`src/sv/jves_pkg.sv`:
```
package jves_pkg;

    // end status codes
    localparam logic [1:0] ST_DONE       = 2'd0;
    localparam logic [1:0] ST_BUFFER_END = 2'd1;
    localparam logic [1:0] ST_OVERFLOW   = 2'd2;

    // byte class as produced by the front end
    typedef struct packed {
        logic last;
        logic is_zero;
        logic is_blank;
        logic is_quote;
        logic is_bslash;
        logic is_lbrack;
        logic is_rbrack;
        logic is_lbrace;
        logic is_rbrace;
        logic is_colon;
        logic is_comma;
        logic tok_start;
        logic tok_byte;
    } item_t;

    typedef enum logic [4:0] {
        MODE_EXPECT = 5'b00001,
        MODE_AFTER  = 5'b00010,
        MODE_STRING = 5'b00100,
        MODE_ESCAPE = 5'b01000,
        MODE_TOKEN  = 5'b10000
    } scan_mode_t;

    typedef enum logic [1:0] {
        LVL_ARRAY = 2'd0,
        LVL_KEY   = 2'd1,
        LVL_VALUE = 2'd2
    } level_t;

    typedef enum logic [3:0] {
        BK_IDLE   = 4'b0001,
        BK_FETCH  = 4'b0010,
        BK_UNWIND = 4'b0100,
        BK_REFILL = 4'b1000
    } bk_state_t;

    typedef struct packed {
        logic busy;
        logic emit;
    } bk_status_t;

endpackage

```
`src/sv/jves_ram.sv`:
```
module jves_ram #(
    parameter int WIDTH = 2,
    parameter int DEPTH = 32
) (
    input  logic                                     clk,
    input  logic                                     we,
    input  logic [(DEPTH > 1 ? $clog2(DEPTH) : 1)-1:0] waddr,
    input  logic [WIDTH-1:0]                         wdata,
    input  logic                                     re,
    input  logic [(DEPTH > 1 ? $clog2(DEPTH) : 1)-1:0] raddr,
    output logic [WIDTH-1:0]                         rdata
);

    logic [WIDTH-1:0] mem_reg [DEPTH];
    logic [WIDTH-1:0] rdata_reg;

    always_ff @(posedge clk)
    begin
        if (we)
        begin
            mem_reg[waddr] <= wdata;
        end
        if (re)
        begin
            rdata_reg <= mem_reg[raddr];
        end
    end

    assign rdata = rdata_reg;

endmodule

```
`src/sv/jves_front.sv`:
```
module jves_front import jves_pkg::*; (
    input  logic       in_valid,
    output logic       in_ready,
    input  logic [7:0] data_byte,
    input  logic       last_byte,
    input  logic       q_ready,
    output logic       q_push,
    output item_t      q_item
);

    localparam logic [7:0] CH_QUOTE  = 8'h22;
    localparam logic [7:0] CH_BSLASH = 8'h5C;
    localparam logic [7:0] CH_LBRACK = 8'h5B;
    localparam logic [7:0] CH_RBRACK = 8'h5D;
    localparam logic [7:0] CH_LBRACE = 8'h7B;
    localparam logic [7:0] CH_RBRACE = 8'h7D;
    localparam logic [7:0] CH_COLON  = 8'h3A;
    localparam logic [7:0] CH_COMMA  = 8'h2C;
    localparam logic [7:0] CH_PLUS   = 8'h2B;
    localparam logic [7:0] CH_DOT    = 8'h2E;
    localparam logic [7:0] CH_MINUS  = 8'h2D;

    logic is_alnum;

    assign is_alnum = (data_byte >= 8'h30 && data_byte <= 8'h39)
                   || (data_byte >= 8'h61 && data_byte <= 8'h7A)
                   || (data_byte >= 8'h41 && data_byte <= 8'h5A);

    always_comb
    begin
        q_item.last      = last_byte;
        q_item.is_zero   = (data_byte == 8'h00);
        q_item.is_blank  = (data_byte == 8'h20) || (data_byte == 8'h09)
                        || (data_byte == 8'h0A) || (data_byte == 8'h0D);
        q_item.is_quote  = (data_byte == CH_QUOTE);
        q_item.is_bslash = (data_byte == CH_BSLASH);
        q_item.is_lbrack = (data_byte == CH_LBRACK);
        q_item.is_rbrack = (data_byte == CH_RBRACK);
        q_item.is_lbrace = (data_byte == CH_LBRACE);
        q_item.is_rbrace = (data_byte == CH_RBRACE);
        q_item.is_colon  = (data_byte == CH_COLON);
        q_item.is_comma  = (data_byte == CH_COMMA);
        q_item.tok_start = is_alnum || (data_byte == CH_DOT) || (data_byte == CH_MINUS);
        q_item.tok_byte  = q_item.tok_start || (data_byte == CH_PLUS);
    end

    assign in_ready = q_ready;
    assign q_push   = in_valid && q_ready;

endmodule

```
`src/sv/jves_queue.sv`:
```
module jves_queue import jves_pkg::*; (
    input  logic  clk,
    input  logic  rst_n,
    input  logic  push,
    input  item_t push_item,
    output logic  push_ready,
    input  logic  pop,
    output logic  pop_valid,
    output item_t pop_item
);

    // two entries
    item_t      mem_reg [2];
    logic       wr_ptr_reg;
    logic       wr_ptr_next;
    logic       rd_ptr_reg;
    logic       rd_ptr_next;
    logic [1:0] cnt_reg;
    logic [1:0] cnt_next;

    assign push_ready = (cnt_reg != 2'd2);
    assign pop_valid  = (cnt_reg != 2'd0);
    assign pop_item   = mem_reg[rd_ptr_reg];

    always_comb
    begin
        wr_ptr_next = push ? ~wr_ptr_reg : wr_ptr_reg;
        rd_ptr_next = pop ? ~rd_ptr_reg : rd_ptr_reg;
        cnt_next    = cnt_reg + {1'b0, push} - {1'b0, pop};
    end

    always_ff @(posedge clk or negedge rst_n)
    begin
        if (!rst_n)
        begin
            wr_ptr_reg <= 1'b0;
            rd_ptr_reg <= 1'b0;
            cnt_reg    <= 2'd0;
        end
        else
        begin
            wr_ptr_reg <= wr_ptr_next;
            rd_ptr_reg <= rd_ptr_next;
            cnt_reg    <= cnt_next;
        end
    end

    always_ff @(posedge clk)
    begin
        if (push)
        begin
            mem_reg[wr_ptr_reg] <= push_item;
        end
    end

endmodule

```
`src/sv/jves_back.sv`:
```
module jves_back import jves_pkg::*; #(
    parameter int MAX_DEPTH   = 32,
    parameter int LENGTH_BITS = 16
) (
    input  logic                   clk,
    input  logic                   rst_n,
    input  logic                   q_valid,
    input  item_t                  q_item,
    output logic                   q_pop,
    output logic                   out_valid,
    input  logic                   out_ready,
    output logic [LENGTH_BITS-1:0] out_len,
    output logic [1:0]             out_status,
    output bk_status_t             status
);

    localparam int CNT_W = $clog2(MAX_DEPTH + 1);
    localparam int AW    = (MAX_DEPTH > 1) ? $clog2(MAX_DEPTH) : 1;

    bk_state_t              state_reg, state_next;
    scan_mode_t             mode_reg, mode_next;
    logic [CNT_W-1:0]       count_reg, count_next;
    level_t                 top_reg, top_next;
    logic [LENGTH_BITS-1:0] bc_reg, bc_next;
    logic                   given_reg, given_next;
    item_t                  cur_reg, cur_next;
    logic                   out_valid_reg, out_valid_next;
    logic [LENGTH_BITS-1:0] out_len_reg, out_len_next;
    logic [1:0]             out_status_reg, out_status_next;

    logic                   ram_we;
    logic [AW-1:0]          ram_waddr;
    logic [1:0]             ram_wdata;
    logic                   ram_re;
    logic [AW-1:0]          ram_raddr;
    logic [1:0]             ram_rdata;

    logic [CNT_W-1:0]       cnt_m1;
    logic [CNT_W-1:0]       cnt_m2;
    logic [LENGTH_BITS-1:0] bc_inc;
    logic                   slot_free;
    item_t                  it;
    logic                   scan_done;
    logic                   sep;
    logic                   res;
    logic [LENGTH_BITS-1:0] res_len;
    logic [1:0]             res_st;
    logic                   emit;
    logic                   take_sep;
    logic                   take_close;

    assign cnt_m1    = count_reg - CNT_W'(1);
    assign cnt_m2    = cnt_m1 - CNT_W'(1);
    assign bc_inc    = (bc_reg == {LENGTH_BITS{1'b1}}) ? bc_reg : bc_reg + LENGTH_BITS'(1);
    assign slot_free = !out_valid_reg || out_ready;

    jves_ram #(
        .WIDTH (2),
        .DEPTH (MAX_DEPTH)
    ) u_stack (
        .clk   (clk),
        .we    (ram_we),
        .waddr (ram_waddr),
        .wdata (ram_wdata),
        .re    (ram_re),
        .raddr (ram_raddr),
        .rdata (ram_rdata)
    );

    always_comb
    begin
        state_next      = state_reg;
        mode_next       = mode_reg;
        count_next      = count_reg;
        top_next        = top_reg;
        bc_next         = bc_reg;
        given_next      = given_reg;
        cur_next        = cur_reg;
        out_valid_next  = out_valid_reg && !out_ready;
        out_len_next    = out_len_reg;
        out_status_next = out_status_reg;
        q_pop           = 1'b0;
        ram_we          = 1'b0;
        ram_waddr       = count_reg[AW-1:0];
        ram_wdata       = LVL_ARRAY;
        ram_re          = 1'b0;
        ram_raddr       = cnt_m2[AW-1:0];
        it              = cur_reg;
        scan_done       = 1'b0;
        sep             = 1'b0;
        res             = 1'b0;
        res_len         = '0;
        res_st          = ST_DONE;
        emit            = 1'b0;
        take_sep        = 1'b0;
        take_close      = 1'b0;

        unique case (state_reg)
            BK_IDLE:
            begin
                if (q_valid && slot_free)
                begin
                    q_pop    = 1'b1;
                    it       = q_item;
                    cur_next = q_item;
                    if (given_reg)
                    begin
                        // result already out, drop bytes until buffer end
                        if (q_item.last)
                        begin
                            mode_next  = MODE_EXPECT;
                            count_next = '0;
                            bc_next    = '0;
                            given_next = 1'b0;
                        end
                    end
                    else
                    begin
                        scan_done = 1'b1;
                        if (q_item.is_zero)
                        begin
                            res     = 1'b1;
                            res_len = (count_reg == '0 && mode_reg == MODE_EXPECT) ? '0 : bc_reg;
                        end
                        else
                        begin
                            unique case (mode_reg)
                                MODE_STRING:
                                begin
                                    if (q_item.is_bslash)
                                    begin
                                        mode_next = MODE_ESCAPE;
                                    end
                                    else if (q_item.is_quote)
                                    begin
                                        mode_next = MODE_AFTER;
                                        if (count_reg == '0)
                                        begin
                                            res     = 1'b1;
                                            res_len = bc_inc;
                                        end
                                    end
                                end
                                MODE_ESCAPE:
                                begin
                                    mode_next = MODE_STRING;
                                end
                                MODE_TOKEN:
                                begin
                                    if (!q_item.tok_byte)
                                    begin
                                        if (count_reg == '0)
                                        begin
                                            res     = 1'b1;
                                            res_len = bc_reg;
                                        end
                                        else
                                        begin
                                            mode_next = MODE_AFTER;
                                            sep       = !q_item.is_blank;
                                        end
                                    end
                                end
                                MODE_AFTER:
                                begin
                                    sep = !q_item.is_blank;
                                end
                                default:
                                begin
                                    mode_next = MODE_EXPECT;
                                    if (q_item.is_blank)
                                    begin
                                        mode_next = MODE_EXPECT;
                                    end
                                    else if (q_item.is_quote)
                                    begin
                                        mode_next = MODE_STRING;
                                    end
                                    else if (q_item.is_lbrack || q_item.is_lbrace)
                                    begin
                                        if (count_reg >= CNT_W'(MAX_DEPTH))
                                        begin
                                            res     = 1'b1;
                                            res_len = bc_reg;
                                            res_st  = ST_OVERFLOW;
                                        end
                                        else
                                        begin
                                            ram_we     = 1'b1;
                                            ram_waddr  = count_reg[AW-1:0];
                                            ram_wdata  = q_item.is_lbrack ? LVL_ARRAY : LVL_KEY;
                                            top_next   = q_item.is_lbrack ? LVL_ARRAY : LVL_KEY;
                                            count_next = count_reg + CNT_W'(1);
                                        end
                                    end
                                    else if (q_item.tok_start)
                                    begin
                                        mode_next = MODE_TOKEN;
                                    end
                                    else if (count_reg == '0)
                                    begin
                                        res     = 1'b1;
                                        res_len = '0;
                                    end
                                    else
                                    begin
                                        sep = 1'b1;
                                    end
                                end
                            endcase
                        end
                    end
                end
            end
            BK_FETCH:
            begin
                top_next   = level_t'(ram_rdata);
                state_next = BK_IDLE;
            end
            BK_REFILL:
            begin
                top_next   = level_t'(ram_rdata);
                state_next = BK_UNWIND;
            end
            BK_UNWIND:
            begin
                sep       = 1'b1;
                scan_done = 1'b1;
            end
            default:
            begin
                state_next = BK_IDLE;
            end
        endcase

        // one level of separator / closer matching per pass
        if (sep)
        begin
            state_next = BK_IDLE;
            if (count_reg == '0)
            begin
                res     = 1'b1;
                res_len = bc_reg;
            end
            else
            begin
                take_sep   = (top_reg == LVL_KEY) ? it.is_colon : it.is_comma;
                take_close = (top_reg == LVL_ARRAY) ? it.is_rbrack : it.is_rbrace;
                if (take_sep)
                begin
                    mode_next = MODE_EXPECT;
                    if (top_reg != LVL_ARRAY)
                    begin
                        ram_we    = 1'b1;
                        ram_waddr = cnt_m1[AW-1:0];
                        ram_wdata = (top_reg == LVL_KEY) ? LVL_VALUE : LVL_KEY;
                        top_next  = (top_reg == LVL_KEY) ? LVL_VALUE : LVL_KEY;
                    end
                end
                else if (take_close)
                begin
                    count_next = cnt_m1;
                    mode_next  = MODE_AFTER;
                    if (cnt_m1 == '0)
                    begin
                        res     = 1'b1;
                        res_len = bc_inc;
                    end
                    else
                    begin
                        ram_re     = 1'b1;
                        state_next = BK_FETCH;
                    end
                end
                else
                begin
                    count_next = cnt_m1;
                    if (cnt_m1 == '0)
                    begin
                        res     = 1'b1;
                        res_len = bc_reg;
                    end
                    else
                    begin
                        ram_re     = 1'b1;
                        state_next = BK_REFILL;
                        scan_done  = 1'b0;
                    end
                end
            end
        end

        // byte fully handled: count it, buffer end, result
        if (scan_done)
        begin
            if (!res)
            begin
                bc_next = bc_inc;
                if (it.last)
                begin
                    res     = 1'b1;
                    res_st  = ST_BUFFER_END;
                    res_len = (count_next == '0 && mode_next == MODE_EXPECT) ? '0 : bc_inc;
                end
            end
            if (res)
            begin
                emit            = 1'b1;
                given_next      = 1'b1;
                out_valid_next  = 1'b1;
                out_len_next    = res_len;
                out_status_next = res_st;
            end
            if (it.last)
            begin
                mode_next  = MODE_EXPECT;
                count_next = '0;
                bc_next    = '0;
                given_next = 1'b0;
                state_next = BK_IDLE;
            end
        end
    end

    always_ff @(posedge clk or negedge rst_n)
    begin
        if (!rst_n)
        begin
            state_reg     <= BK_IDLE;
            mode_reg      <= MODE_EXPECT;
            count_reg     <= '0;
            bc_reg        <= '0;
            given_reg     <= 1'b0;
            out_valid_reg <= 1'b0;
        end
        else
        begin
            state_reg     <= state_next;
            mode_reg      <= mode_next;
            count_reg     <= count_next;
            bc_reg        <= bc_next;
            given_reg     <= given_next;
            out_valid_reg <= out_valid_next;
        end
    end

    always_ff @(posedge clk)
    begin
        top_reg        <= top_next;
        cur_reg        <= cur_next;
        out_len_reg    <= out_len_next;
        out_status_reg <= out_status_next;
    end

    assign out_valid   = out_valid_reg;
    assign out_len     = out_len_reg;
    assign out_status  = out_status_reg;
    assign status.busy = (state_reg != BK_IDLE);
    assign status.emit = emit;

endmodule

```
`src/sv/json_value_extent_scanner.sv`:
```
// path: a byte is stored in the queue, and the back end registers the result it decides
// on that byte in the output register that drives value_length
// throughput: 1 byte per cycle when idle with the output free; a closer that leaves inner
// levels open rereads the top level (FETCH); each level popped passes REFILL and UNWIND
// reset: rst_n clears mode, level count, byte count and handshake state at once;
// the level stack ram is not cleared since entries are only read after being written
module json_value_extent_scanner import jves_pkg::*; #(
    parameter int MAX_DEPTH   = 32,
    parameter int LENGTH_BITS = 16
) (
    input  logic        clk,
    input  logic        rst_n,
    input  logic        in_valid,
    output logic        in_ready,
    input  logic [7:0]  data_byte,
    input  logic        last_byte,
    output logic        out_valid,
    input  logic        out_ready,
    output logic [15:0] value_length,
    output logic [1:0]  end_status
);

    // front to queue
    logic       q_push;
    logic       q_ready;
    item_t      q_in_item;

    // queue to back
    logic       q_valid;
    logic       q_pop;
    item_t      q_out_item;

    // back results, at full internal length
    logic [LENGTH_BITS-1:0] len_int;
    logic [31:0]            len_wide;
    bk_status_t             bk_stat;

    // byte classification, input transfer
    jves_front u_front (
        .in_valid  (in_valid),
        .in_ready  (in_ready),
        .data_byte (data_byte),
        .last_byte (last_byte),
        .q_ready   (q_ready),
        .q_push    (q_push),
        .q_item    (q_in_item)
    );

    // short decoupling queue so input keeps flowing during unwinds
    jves_queue u_queue (
        .clk        (clk),
        .rst_n      (rst_n),
        .push       (q_push),
        .push_item  (q_in_item),
        .push_ready (q_ready),
        .pop        (q_pop),
        .pop_valid  (q_valid),
        .pop_item   (q_out_item)
    );

    // scan state machine, level stack and output register
    jves_back #(
        .MAX_DEPTH   (MAX_DEPTH),
        .LENGTH_BITS (LENGTH_BITS)
    ) u_back (
        .clk        (clk),
        .rst_n      (rst_n),
        .q_valid    (q_valid),
        .q_item     (q_out_item),
        .q_pop      (q_pop),
        .out_valid  (out_valid),
        .out_ready  (out_ready),
        .out_len    (len_int),
        .out_status (end_status),
        .status     (bk_stat)
    );

    // length port carries the low 16 bits of the saturated count
    assign len_wide     = 32'(len_int);
    assign value_length = len_wide[15:0];

    // back never pops an empty queue
    assert property (@(posedge clk) disable iff (!rst_n) q_pop |-> q_valid)
        else $error("queue popped while empty");

    // no new item is taken while unwinding or reloading the top level
    assert property (@(posedge clk) disable iff (!rst_n) bk_stat.busy |-> !q_pop)
        else $error("queue popped while back end busy");

    // a result is only produced when the output register is free
    assert property (@(posedge clk) disable iff (!rst_n)
        bk_stat.emit |-> (!out_valid || out_ready))
        else $error("result overwrote pending transfer");

    // status code 3 is never produced
    assert property (@(posedge clk) disable iff (!rst_n) out_valid |-> end_status != 2'd3)
        else $error("bad end status");

endmodule
```
`config.mk`:
```
export PLATFORM = sky130hd
export DESIGN_NAME = json_value_extent_scanner
export DESIGN_NICKNAME = d
export VERILOG_FILES = /design/src/sv/jves_pkg.sv /design/src/sv/jves_ram.sv /design/src/sv/jves_front.sv /design/src/sv/jves_queue.sv /design/src/sv/jves_back.sv /design/src/sv/json_value_extent_scanner.sv
export SDC_FILE = /design/constraint.sdc
export NUM_CORES = 1
export LEC_CHECK = 0
export ABC_AREA = 1
export BUFFER_PORTS_ARGS = -buffer_cell sky130_fd_sc_hd__buf_2
export CORE_MARGIN = 2
export CORE_UTILIZATION = 57
export CTS_BUF_LIST = sky130_fd_sc_hd__clkbuf_16
export CTS_CLUSTER_DIAMETER = 80
export DETAILED_ROUTE_END_ITERATION = 6
export PLACE_DENSITY_LB_ADDON = 0.1
export SETUP_SLACK_MARGIN = 0.02
export SLEW_MARGIN = 20
export SYNTH_ARGS = -nofsm -noshare
export SYNTH_HDL_FRONTEND = slang
export SYNTH_HIERARCHICAL = 1
export SYNTH_SLANG_ARGS = --single-unit
```
`constraint.sdc`:
```
create_clock -name clk -period 3.4 [get_ports clk]
set_clock_uncertainty 0.05 [all_clocks]
set_input_delay 0.34 -clock clk [delete_from_list [all_inputs] [get_ports clk]]
set_output_delay 0.34 -clock clk [all_outputs]
set_load 0.05 [all_outputs]
```
# == Word level (Yosys, flattened, before mapping) ==
# Memories as Yosys holds them, arrays and structs flattened. A register that Yosys moved wholly into a read port is not among the register bits.
# Index checks and enable logic that the tools add are counted.
# classes
addsub,6
magnitude_cmp,7
n_eq_ne,28
muxes,196
n_bitwise,2
n_reduce_logical,35
# ops
operator,count
16-bit 2-to-1 mux,31
5-bit 2-to-1 mux,23
6-bit 2-to-1 mux,15
2-bit 2-to-1 mux,38
1-bit 2-to-1 mux,72
"8-bit by 6-bit == test with 1-bit output, second input constant",7
16-bit case mux with 3 select lines,1
"8-bit by 7-bit == test with 1-bit output, second input constant",5
4-bit 2-to-1 mux,7
13-bit 2-to-1 mux,2
"8-bit by 4-bit == test with 1-bit output, second input constant",3
5-bit case mux with 4 select lines,1
6-bit zero test,3
"16-bit by 1-bit adder with 16-bit output, second input constant",1
"16-bit == test, second input constant",1
"8-bit by 7-bit >= comparator with 1-bit output, second input constant",2
"8-bit by 7-bit <= comparator with 1-bit output, second input constant",2
"5-bit by 1-bit == test with 1-bit output, second input constant",2
1-bit logical OR,10
"8-bit by 6-bit >= comparator with 1-bit output, second input constant",1
"8-bit by 6-bit <= comparator with 1-bit output, second input constant",1
1-bit logical AND,8
8-bit zero test,1
4-bit case mux with 2 select lines,1
26 further kinds,36
# word_totals
register_bits,70
ram_bits,90
output_inout_bits,20
elab_cells,301
memories,2
# mem_list
memory,words,word_bits,read_ports,rd_clocked_by_memory_dff,wr,line_no,source
u_back.u_stack.mem_reg,32,2,1,1,1,jves_ram.sv:14,logic [WIDTH-1:0] mem_reg [DEPTH];
u_queue.mem_reg,2,13,1,0,1,jves_queue.sv:13,item_t mem_reg [2];

# == Logic depth before layout (Yosys ltp) ==
# Gate-level depths: netlist of run 1.
# depth
ltp_word,20
depth_mapped,21
depth_no_buf,18

# == By module ==
# Netlist of run 1, hierarchy kept.
# modules_own_cells
module,instances,cells_per_inst,area_per_inst_um2,seq_area_each_um2
jves_back,1,790,5208.7,1508.9
jves_ram,1,269,2926.6,1981.9
jves_queue,1,93,1219.9,880.8
jves_front,1,58,265.3,0.0

# == Least setup slack after synthesis of run 1 ==
# Ideal clock, no wire load.
# synth_timing
path_type,register to register
from,reg u_queue.rd_ptr_reg
to,"mem u_back.u_stack.mem_reg[0][0], data pin"
setup_ps,464
t_arrival_ps,2742
required_time_ps,2886
slack_ps,144
path_stages_with_launch,8
period_less_slack_ps,3256
cell_sequence,dfrtp_1 > buf_6 > buf_6 > nand2_1 > o21ai_2 > nor4_2 > nand4_1 > o21ai_0
# synth_rtl
item,line_no,source
start: declaration,jves_queue.sv:16,logic rd_ptr_reg;
start signal: assignment,jves_queue.sv:43,rd_ptr_reg <= rd_ptr_next;
end: declaration,jves_ram.sv:14,

# == Final worst setup path of run 1 ==
# layout_timing
from,reg u_back.state_reg[0]
to,mem u_back.u_stack.mem_reg[168][1] (netlist: u_back/u_stack/mem_reg[21][1]) (enable)
# layout_rtl
item,line_no,source
start: declaration,jves_back.sv:20,"bk_state_t state_reg, state_next;"
start signal: assignment,jves_back.sv:338,state_reg <= state_next;
4-bit by 1-bit == test with 1-bit output,jves_back.sv:98,unique case (state_reg)
13-bit 2-to-1 mux,jves_back.sv:98,
1-bit 2-to-1 mux,jves_back.sv:247,take_sep = (top_reg == LVL_KEY) ? it.is_colon : it.is_comma;
5-bit 2-to-1 mux,jves_back.sv:249,if (take_sep)
5-bit 2-to-1 mux,jves_back.sv:240,if (count_reg == '0)
5-bit 2-to-1 mux *,jves_back.sv:237,if (sep)
named net u_back.ram_waddr[3],jves_back.sv:32,logic [AW-1:0] ram_waddr;
# The timed path passes the listed nets; every way through them passes the cells marked *.

==> results of run 1 <==
-- what timing repair did --
item                                   in CTS  in global routing
endpoints found under the hold margin       0                  0
resized for setup                           0                  4
setup endpoints to repair                   0                 76
-- where the power goes --
group | leakage [nW] | internal, W | switching, W
Combinational | 2.80 | 0.00160 | 0.00442
Clock | 0.291 | 0.00104 | 0.000847
Sequential | 1.50 | 0.00255 | 0.000275
Total | 4.59 | 0.00519 | 0.00554
-- final timing paths --
kind                                      from  slack (ns)  cells past startpoint                            end
hold / removal                           rst_n       -0.01                      1               u_back/bc_reg[4]
min in group clk                     last_byte        0.04                      1         u_queue/mem_reg[0][12]
setup reg to reg           u_back/state_reg[0]        0.29                     16  u_back/u_stack/mem_reg[21][1]
max in group asynchronous                rst_n        2.67                      1             u_queue/rd_ptr_reg
hold reg to reg              u_back/cur_reg[4]        0.40                      2              u_back/cur_reg[4]
setup / recovery           u_back/state_reg[0]        0.29                     16  u_back/u_stack/mem_reg[21][1]
-- critical path, delay by kind of cell, from the launching register on --
family,cells,cell delay [ns]
buffers and inverters,3,0.36
AND/OR/NAND/NOR,11,1.54
AO/OA/AOI/OAI,2,0.32
flip-flops,1,0.54
-- layer usage --
layer | vias up | wire, um | GRT usage | part of all wire
li1 | 4106 | - | - | -
met1 | 3944 | 11270 | 0.4290 | 0.44
met2 | 444 | 11330 | 0.4350 | 0.44
met3 | 49 | 2692 | 0.08503 | 0.10
met4 | 0 | 541 | 0.09338 | 0.021
met5 | - | 0 | 0 | 0
-- stage by stage --
step | power, W | setup slack, ns | hold slack, ns | instances | utilization
5_1_grt | 0.01137 | 0.03768 | 0.02924 | 1484 | 0.6413
3_5_place_dp | 0.008672 | 0.1583 | 0.3836 | 1452 | 0.6050
6_report | 0.01073 | 0.2877 | -0.01233 | 1484 | 0.6413
3_3_place_gp | 0.008601 | 0.2824 | 0.3749 | 1452 | 0.6050
2_1_floorplan | 0.007210 | 0.1437 | -0.005591 | 1209 | -
4_1_cts | 0.01057 | 0.1460 | 0.002352 | 1484 | 0.6404
-- layout make-up --
cell class                 count  area [um2]  area share
clock buffer                  17       425.4     0.04015
clock inverter                15       160.2     0.01511
inverter                     139       531.8     0.05018
multi-input combinational    869        4385      0.4139
sequential                   154        4373      0.4127
tap                          220       275.3     0.02598
timing repair buffer          70       445.4     0.04204
==> reports/qor.yml, run 1 <==
numCtsBuffers: 17
endpoint_kind: "register"
worst_pin_slew_ns: 0.9172
final_area_mm2: 0.01060
dieArea_mm2: 0.01792
hold_violations: 14
cp_max_fo: 8
antenna_found_initial: 0
final_cell_mix: "nand2_1, nand3_1, inv_1, nor2_1, edfxtp_1"
clkTransAtPathRegs_ns: 0.07
hold_class: "input port to asynchronous set/reset pin"
portBuffers: 32
clockRootBuffer: "clkbuf_16"
num_io_pins: 33
area_growth_syn_to_layout_pct: 10.23
maxSlewViolCount: 0
cts_hold_buf: 0
htreeDepth: 4
syn_inst: 1209
largest_reg_flops: 64
leakage_nw: 4.590
worstPathCellList: "inv_2, nor2_4, nand2_4, nor2_4, inv_2, nand2_1, nand3_2, nand2_4, nand2_1, nand2_1, o21ai_0, nand3_1, o21ai_0, inv_1, nand3_1, nor2_1"
wl_mm: 25.84
clock_sinks: 154
fin_tns_setup_ns: 0
slew_headroom: 0.3885
fmax_mhz: 321.3
final_common_cell: "nand2_1"
finalSetupViolCount: 0
cpMostUsedCell: "nand2_1"
rsz0062_at_grt: "false"
arrival_ns: 3.18
drtIter0Drc: 970
synth_area_mm2: 0.009613
fillCellCount: 1508
core_mm2: 0.01652
cp_slowest_cell: "dfstp_2"
grt_max_degree: 42
grt_overflow: 0
postPlaceCellArea_mm2: 0.009997
grt_use_total: 0.2973
start_util: 0.5817
path_class: "register to register"
final_nets: 1271
cts.path.max_buffers: 2
post_cts_buffers: 0
critPathMaxStageDelay_ns: 0.54
outcome: "complete, but fails checks"
die_x_um: 133.9
gp_congestion: 0.9832
dp_hpwl_mm: 18.30
grt_pass1_vias: 7755
drive_gt1_frac: 0.1614
rows: 47
insertion_delay_ns: 0.44
period_share: 0.9154
antennaDiodeCount: 0
drv_cap: 0
crit_required_ns: 3.47
die_y_um: 133.9
timing.final.crit_period_ns: 3.112
hold_ws_ns: -0.01233
grt_pass1_wl_mm: 41.11
viasPerCell: 5.757
violations: "negative hold slack"
remaining_drc_errors: 0
vias: 8543
avgSynthCellArea_um2: 7.951
routedWlPerCell_um: 17.41
vdd_ir_drop_max_uv: 561.8
start_kind: "register"
ant_nets: 0
syn_nets: 1229
tritoncts: "built"
first_pass_iters: 6
yosys_warnings: 6
p_per_area_mw_per_mm2: 1013
Note: power is estimated with default switching activity, not from simulation.
==> run 2: changes to the inputs <==
Settings changed: PLACE_DENSITY from default to 0.78, PLACE_DENSITY_LB_ADDON 0.1 to default.
==> run 2 against run 1 <==
  * Clock-buffer cell count unchanged
  * Sequential share of layout area about the same
  * Die area unchanged
  * Routed wire length down 3.9%
  * Clock power up 2%
  * Via count down 0.20%
  * Combinational power down 1%
  * Cell count down 0.47%
  * Critical path type unchanged
  * The run still ends with negative hold slack left
  * Critical endpoint is now u_back/out_len[7]
  * Critical path depth down 4
  * Highest routed layer unchanged
  * Non-clock buffer count down 6
  * Power about the same
==> reports/qor.yml, run 2 (same netlist as run 1, synthesis figures left out) <==
outcome: "complete, but fails checks"  # unchanged
violations: "negative hold slack"  # unchanged
ff2ff_path_depth: 12  # was 16
gp_congestion: 0.9977  # was 0.9832
num_io_pins: 33  # unchanged
cts.path.max_buffers: 2  # unchanged
grt_use_total: 0.2863  # was 0.2973
fin_tns_setup_ns: 0  # unchanged
clockRootBuffer: "clkbuf_16"  # unchanged
maxSlewViolCount: 0  # unchanged
power_w: 0.01073  # about the same
r2r-end: "u_back/out_len[7]"  # was u_back/u_stack/mem_reg[21][1]
routedWlPerCell_um: 16.81  # was 17.41 um
die_x_um: 133.9  # unchanged
cp_max_fo: 16  # was 8
r2r_slack_ns: 0.22  # was 0.29 ns
fillCellCount: 1431  # was 1,508
insertion_delay_ns: 0.43  # was 0.44 ns
fmax_mhz: 314.3  # was 321.3 MHz
rsz0062_at_grt: "true"  # was false
finalSetupViolCount: 0  # unchanged
wl_mm: 24.83  # was 25.84 mm
dieArea_mm2: 0.01792  # unchanged
cts_hold_buf: 0  # unchanged
drive_gt1_frac: 0.1599  # was 0.1614
start_util: 0.5817  # unchanged
r2r-start: "u_back/count_reg[1]"  # was u_back/state_reg[0]
portBuffers: 32  # unchanged
hold_ws_ns: -0.0004563  # was -0.01233 ns
grt_pass1_wl_mm: 40.26  # was 41.11 mm
first_pass_iters: 6  # unchanged
p_per_area_mw_per_mm2: 1013  # about the same
remaining_drc_errors: 0  # unchanged
hold_violations: 1  # was 14
clkTransAtPathRegs_ns: 0.07  # about the same
post-route-worst-setup-slack_ns: 0.2186  # was 0.2877 ns
numCtsBuffers: 17  # unchanged
ant_nets: 0  # unchanged
grt_pass1_vias: 8005  # was 7,755
worst_pin_slew_ns: 0.9283  # was 0.9172 ns
vdd_ir_drop_max_uv: 619.6  # was 561.8 uV
largest_reg_flops: 64  # unchanged
tritoncts: "built"  # unchanged
grt_max_degree: 42  # unchanged
core_mm2: 0.01652  # unchanged
clock_sinks: 154  # unchanged
final_cell_mix: "nand2_1, nand3_1, inv_1, nor2_1, edfxtp_1"  # unchanged
viasPerCell: 5.773  # was 5.757
slew_headroom: 0.3812  # was 0.3885
final_common_cell: "nand2_1"  # unchanged
path_class: "register to register"  # unchanged
dp_hpwl_mm: 17.32  # was 18.30 mm
period_share: 0.9357  # was 0.9154
arrival_ns: 3.27  # was 3.18 ns
crit_required_ns: 3.49  # was 3.47 ns
grt_overflow: 0  # unchanged
utilization: 0.6409  # was 0.6413
htreeDepth: 4  # unchanged
final_nets: 1265  # was 1,271
drv_cap: 0  # unchanged
pre_cts_ws_ns: 0.1142  # was 0.1583 ns
rows: 47  # unchanged
area_growth_syn_to_layout_pct: 10.17  # was 10.23%
die_y_um: 133.9  # unchanged
crit_start: "u_back/count_reg[1]"  # was u_back/state_reg[0]
drtIter0Drc: 1057  # was 970
hold_class: "input port to asynchronous set/reset pin"  # unchanged
antenna_found_initial: 0  # unchanged
leakage_nw: 4.558  # was 4.590 nW
timing.final.crit_period_ns: 3.181  # was 3.112 ns
vias: 8526  # was 8,543
antennaDiodeCount: 0  # unchanged
start_kind: "register"  # unchanged
endpoint_kind: "register"  # unchanged
## run 2: metrics by stage
stage                     instances  cell area [um2]
after floorplan                1209             9613
after global placement         1443             9927
after detailed placement       1443             9927
after CTS                      1474            10520
after global routing           1477            10590
final                          1477            10590
## run 2: final cells by class
type	count	area, um2	share of cell area
clock inverter	14	170.2	0.01607
multi-input combinational	869	4407	0.4161
sequential	154	4373	0.4129
tap	220	275.3	0.02599
inverter	139	531.8	0.05021
clock buffer	17	425.4	0.04017
timing repair buffer	64	407.9	0.03852
## run 2: critical path, cell delays in order (launching register included)
cell      delay [ns]
dfrtp_1         0.38
inv_1           0.16
ha_1            0.25
nand3_2         0.22
buf_4           0.28
inv_2           0.07
buf_4           0.21
nand4_1         0.38
inv_2           0.34
o21ai_0         0.10
o21ai_0         0.10
o22ai_1         0.12
o21bai_1        0.21
## run 2: worst max-delay path by stage
stage / endpoint / depth (start not counted)
after CTS: u_back/out_len[7] / 18
after global routing: u_back/u_stack/mem_reg[7][1] / 16
final: u_back/out_len[7] / 12
after floorplan: u_back/u_stack/mem_reg[0][0] / 7
after global placement: u_back/u_stack/mem_reg[24][0] / 16
after detailed placement: u_back/out_len[7] / 18
## run 2: repair_timing
action	in CTS	in global routing
resized for setup	0	12
hold endpoints to repair	0	0
setup endpoints to repair	0	122
buffers inserted	0	3
## run 2: where the power goes
group / switching (W) / internal [W]
Combinational: 0.00435 / 0.00161
Clock: 0.000775 / 0.00115
Sequential: 0.000292 / 0.00255
## run 2: metal layers
layer / share of wire / GRT usage / vias up
met5: 0 / 0 / -
li1: - / - / 4095
met4: 0.031 / 0.1277 / 0
met2: 0.46 / 0.4476 / 453
met3: 0.097 / 0.06500 / 75
met1: 0.41 / 0.3837 / 3903
==> run 3: changes to the inputs <==
Settings changed: ABC_AREA 1 to 0, PLACE_DENSITY 0.78 to default, PLACE_DENSITY_LB_ADDON from default to 0.15.
==> run 3 against run 2 <==
  * The flow finishes with violations (negative setup slack)
  * Power down 7.9%
  * Cell count is 19% lower
  * Core utilization rose by 9.3 points
  * Critical path depth unchanged
  * First-iteration DRC count shrank 25%
  * Clock-buffer cell count did not move
  * Sequential share of layout area down 2.1 points
  * Final area increased by 5.3%
  * Register-to-register slack worse by 0.26 ns
  * Combinational power fell by 10%
  * Critical path type unchanged
  * Largest cell class unchanged
  * Highest routed layer unchanged
==> reports/qor.yml, run 3 <==
grt_use_total: 0.3160  # was 0.2863
slew_headroom: 0.3339  # was 0.3812
clockRootBuffer: "clkbuf_16"  # unchanged
period_share: 1.012  # was 0.9357
dp_hpwl_mm: 18.32  # was 17.32 mm
tritoncts: "built"  # unchanged
power_w: 0.009878  # was 0.01073 W
clkTransAtPathRegs_ns: 0.07  # about the same
insertion_delay_ns: 0.43  # about the same
largest_reg_flops: 64  # unchanged
crit_required_ns: 3.50  # was 3.49 ns
arrival_ns: 3.54  # was 3.27 ns
avgSynthCellArea_um2: 10.13  # was 7.951 um2
clock_sinks: 154  # unchanged
cp_max_fo: 7  # was 16
portBuffers: 32  # unchanged
utilization: 0.7337  # was 0.6409
endpoint_kind: "register"  # unchanged
ant_nets: 0  # unchanged
drtIter0Drc: 795  # was 1,057
syn_nets: 896  # was 1,229
p_per_area_mw_per_mm2: 885.7  # was 1013 mW/mm2
violations: "negative setup slack"  # was negative hold slack
fillCellCount: 1073  # was 1,431
rows: 45  # was 47
hold_class: "input port to asynchronous set/reset pin"  # unchanged
seq_area_mm2: 0.004373  # unchanged
syn_inst: 876  # was 1,209
antenna_found_initial: 0  # unchanged
area_growth_syn_to_layout_pct: 25.66  # was 10.17%
rsz0062_at_grt: "true"  # unchanged
worst_pin_slew_ns: 0.9991  # was 0.9283 ns
core_mm2: 0.01520  # was 0.01652 mm2
synth_area_mm2: 0.008876  # was 0.009613 mm2
start_util: 0.5839  # was 0.5817
timing.final.crit_period_ns: 3.442  # was 3.181 ns
die_x_um: 128.8  # was 133.9 um
dp_cells: 1145  # was 1,443
final_cells: 1193  # was 1,477
gr-usage-met1: 0.3987  # was 0.3837
multi_input_comb_area_mm2: 0.004710  # was 0.004407 mm2
fin_tns_setup_ns: -0.5173  # was 0 ns
grt_overflow: 0  # unchanged
vias: 7732  # was 8,526
numCtsBuffers: 17  # unchanged
remaining_drc_errors: 0  # unchanged
leakage_nw: 4.084  # was 4.558 nW
hold_ws_ns: 0.03269  # was -0.0004563 ns
final_nets: 1012  # was 1,265
wl_mm: 25.83  # was 24.83 mm
routedWlPerCell_um: 21.65  # was 16.81 um
fmax_mhz: 290.6  # was 314.3 MHz
first_pass_iters: 5  # was 6
final_common_cell: "buf_4"  # was nand2_1
viasPerCell: 6.481  # was 5.773
grt_pass1_wl_mm: 40.01  # was 40.26 mm
post-route-worst-setup-slack_ns: -0.04161  # was 0.2186 ns
met2_usage: 0.5375  # was 0.4476
gp_congestion: 0.9555  # was 0.9977
antennaDiodeCount: 0  # unchanged
num_io_pins: 33  # unchanged
finalSetupViolCount: 17  # was 0
final_cell_mix: "buf_4, edfxtp_1, nand2_1, nor2_1, mux2i_1"  # was nand2_1, nand3_1, inv_1, nor2_1, edfxtp_1
drv_cap: 0  # unchanged
start_kind: "register"  # unchanged
outcome: "complete, but fails checks"  # unchanged
hold_violations: 0  # was 1
dieArea_mm2: 0.01659  # was 0.01792 mm2
grt_busiest_layer: "met2"  # unchanged
yosys_warnings: 6  # unchanged
htreeDepth: 4  # unchanged
maxSlewViolCount: 0  # unchanged
grt_util_met3: 0.05322  # was 0.06500
grt_max_degree: 41  # was 42
grt_pass1_vias: 7547  # was 8,005
vdd_ir_drop_max_uv: 641.4  # was 619.6 uV
drive_gt1_frac: 0.3244  # was 0.1599
cts.path.max_buffers: 2  # unchanged
die_y_um: 128.8  # was 133.9 um
path_class: "register to register"  # unchanged
run 3: per-layer routing:
metal	vias to the layer above	part of all wire	routed length (um)
met4	0	0.029	760
met1	3731	0.39	10160
met3	58	0.073	1893
met2	420	0.50	13010
met5	-	0	0
li1	3523	-	-
run 3: cell type report:
class | instances | share of cell area
Clock buffer | 17 | 0.03814
Clock inverter | 15 | 0.01593
Inverter | 15 | 0.005048
Multi-Input combinational cell | 644 | 0.4223
Sequential cell | 154 | 0.3921
Tap cell | 188 | 0.02109
Timing Repair Buffer | 160 | 0.1055
run 3: critical path, stage by stage, from the launching register on:
cell,delay [ns]
dfrtp_1,0.41
buf_6,0.14
mux2_4,0.30
or3_4,0.40
a2111oi_4,0.19
nand3_1,0.13
a21oi_2,0.22
nor2_2,0.06
or3_4,0.36
o21ai_4,0.16
o31ai_4,0.12
or3b_4,0.46
nor2_4,0.14
run 3: stage by stage:
stage / instance area (um2) / setup slack (ns)
detailed placement: 10010 / -0.1980
CTS: 10740 / -0.03674
global placement: 10010 / -0.1139
finish: 11150 / -0.04161
floorplan: 9097 / -0.1399
global route: 11150 / -0.1666
run 3: final timing paths:
kind	startpoint	endpoint	slack, ns	cells past startpoint
min in group clk	last_byte	u_queue/mem_reg[1][12]	0.06	1
max in group asynchronous	rst_n	u_back/count_reg[0]	2.58	1
min reg2reg	u_back/cur_reg[2]	u_back/cur_reg[2]	0.41	2
max	u_queue/rd_ptr_reg	u_back/u_stack/mem_reg[16][0]	-0.04	12
max reg2reg	u_queue/rd_ptr_reg	u_back/u_stack/mem_reg[16][0]	-0.04	12
min	rst_n	u_back/bc_reg[1]	0.03	1
run 3: power by group:
part	leakage, nW	total (W)	switching [W]	internal [W]
combinational	2.27	0.00534	0.00335	0.00199
clock	0.300	0.00192	0.000863	0.00105
sequential	1.51	0.00262	0.000180	0.00244
run 3: what timing repair did:
item | 4_1_cts | 5_1_grt
resized for setup | 20 | 72
setup endpoints to repair | 71 | 131
pin swaps | 18 | 21
buffers inserted | 4 | 13
hold buffers | 0 | 0
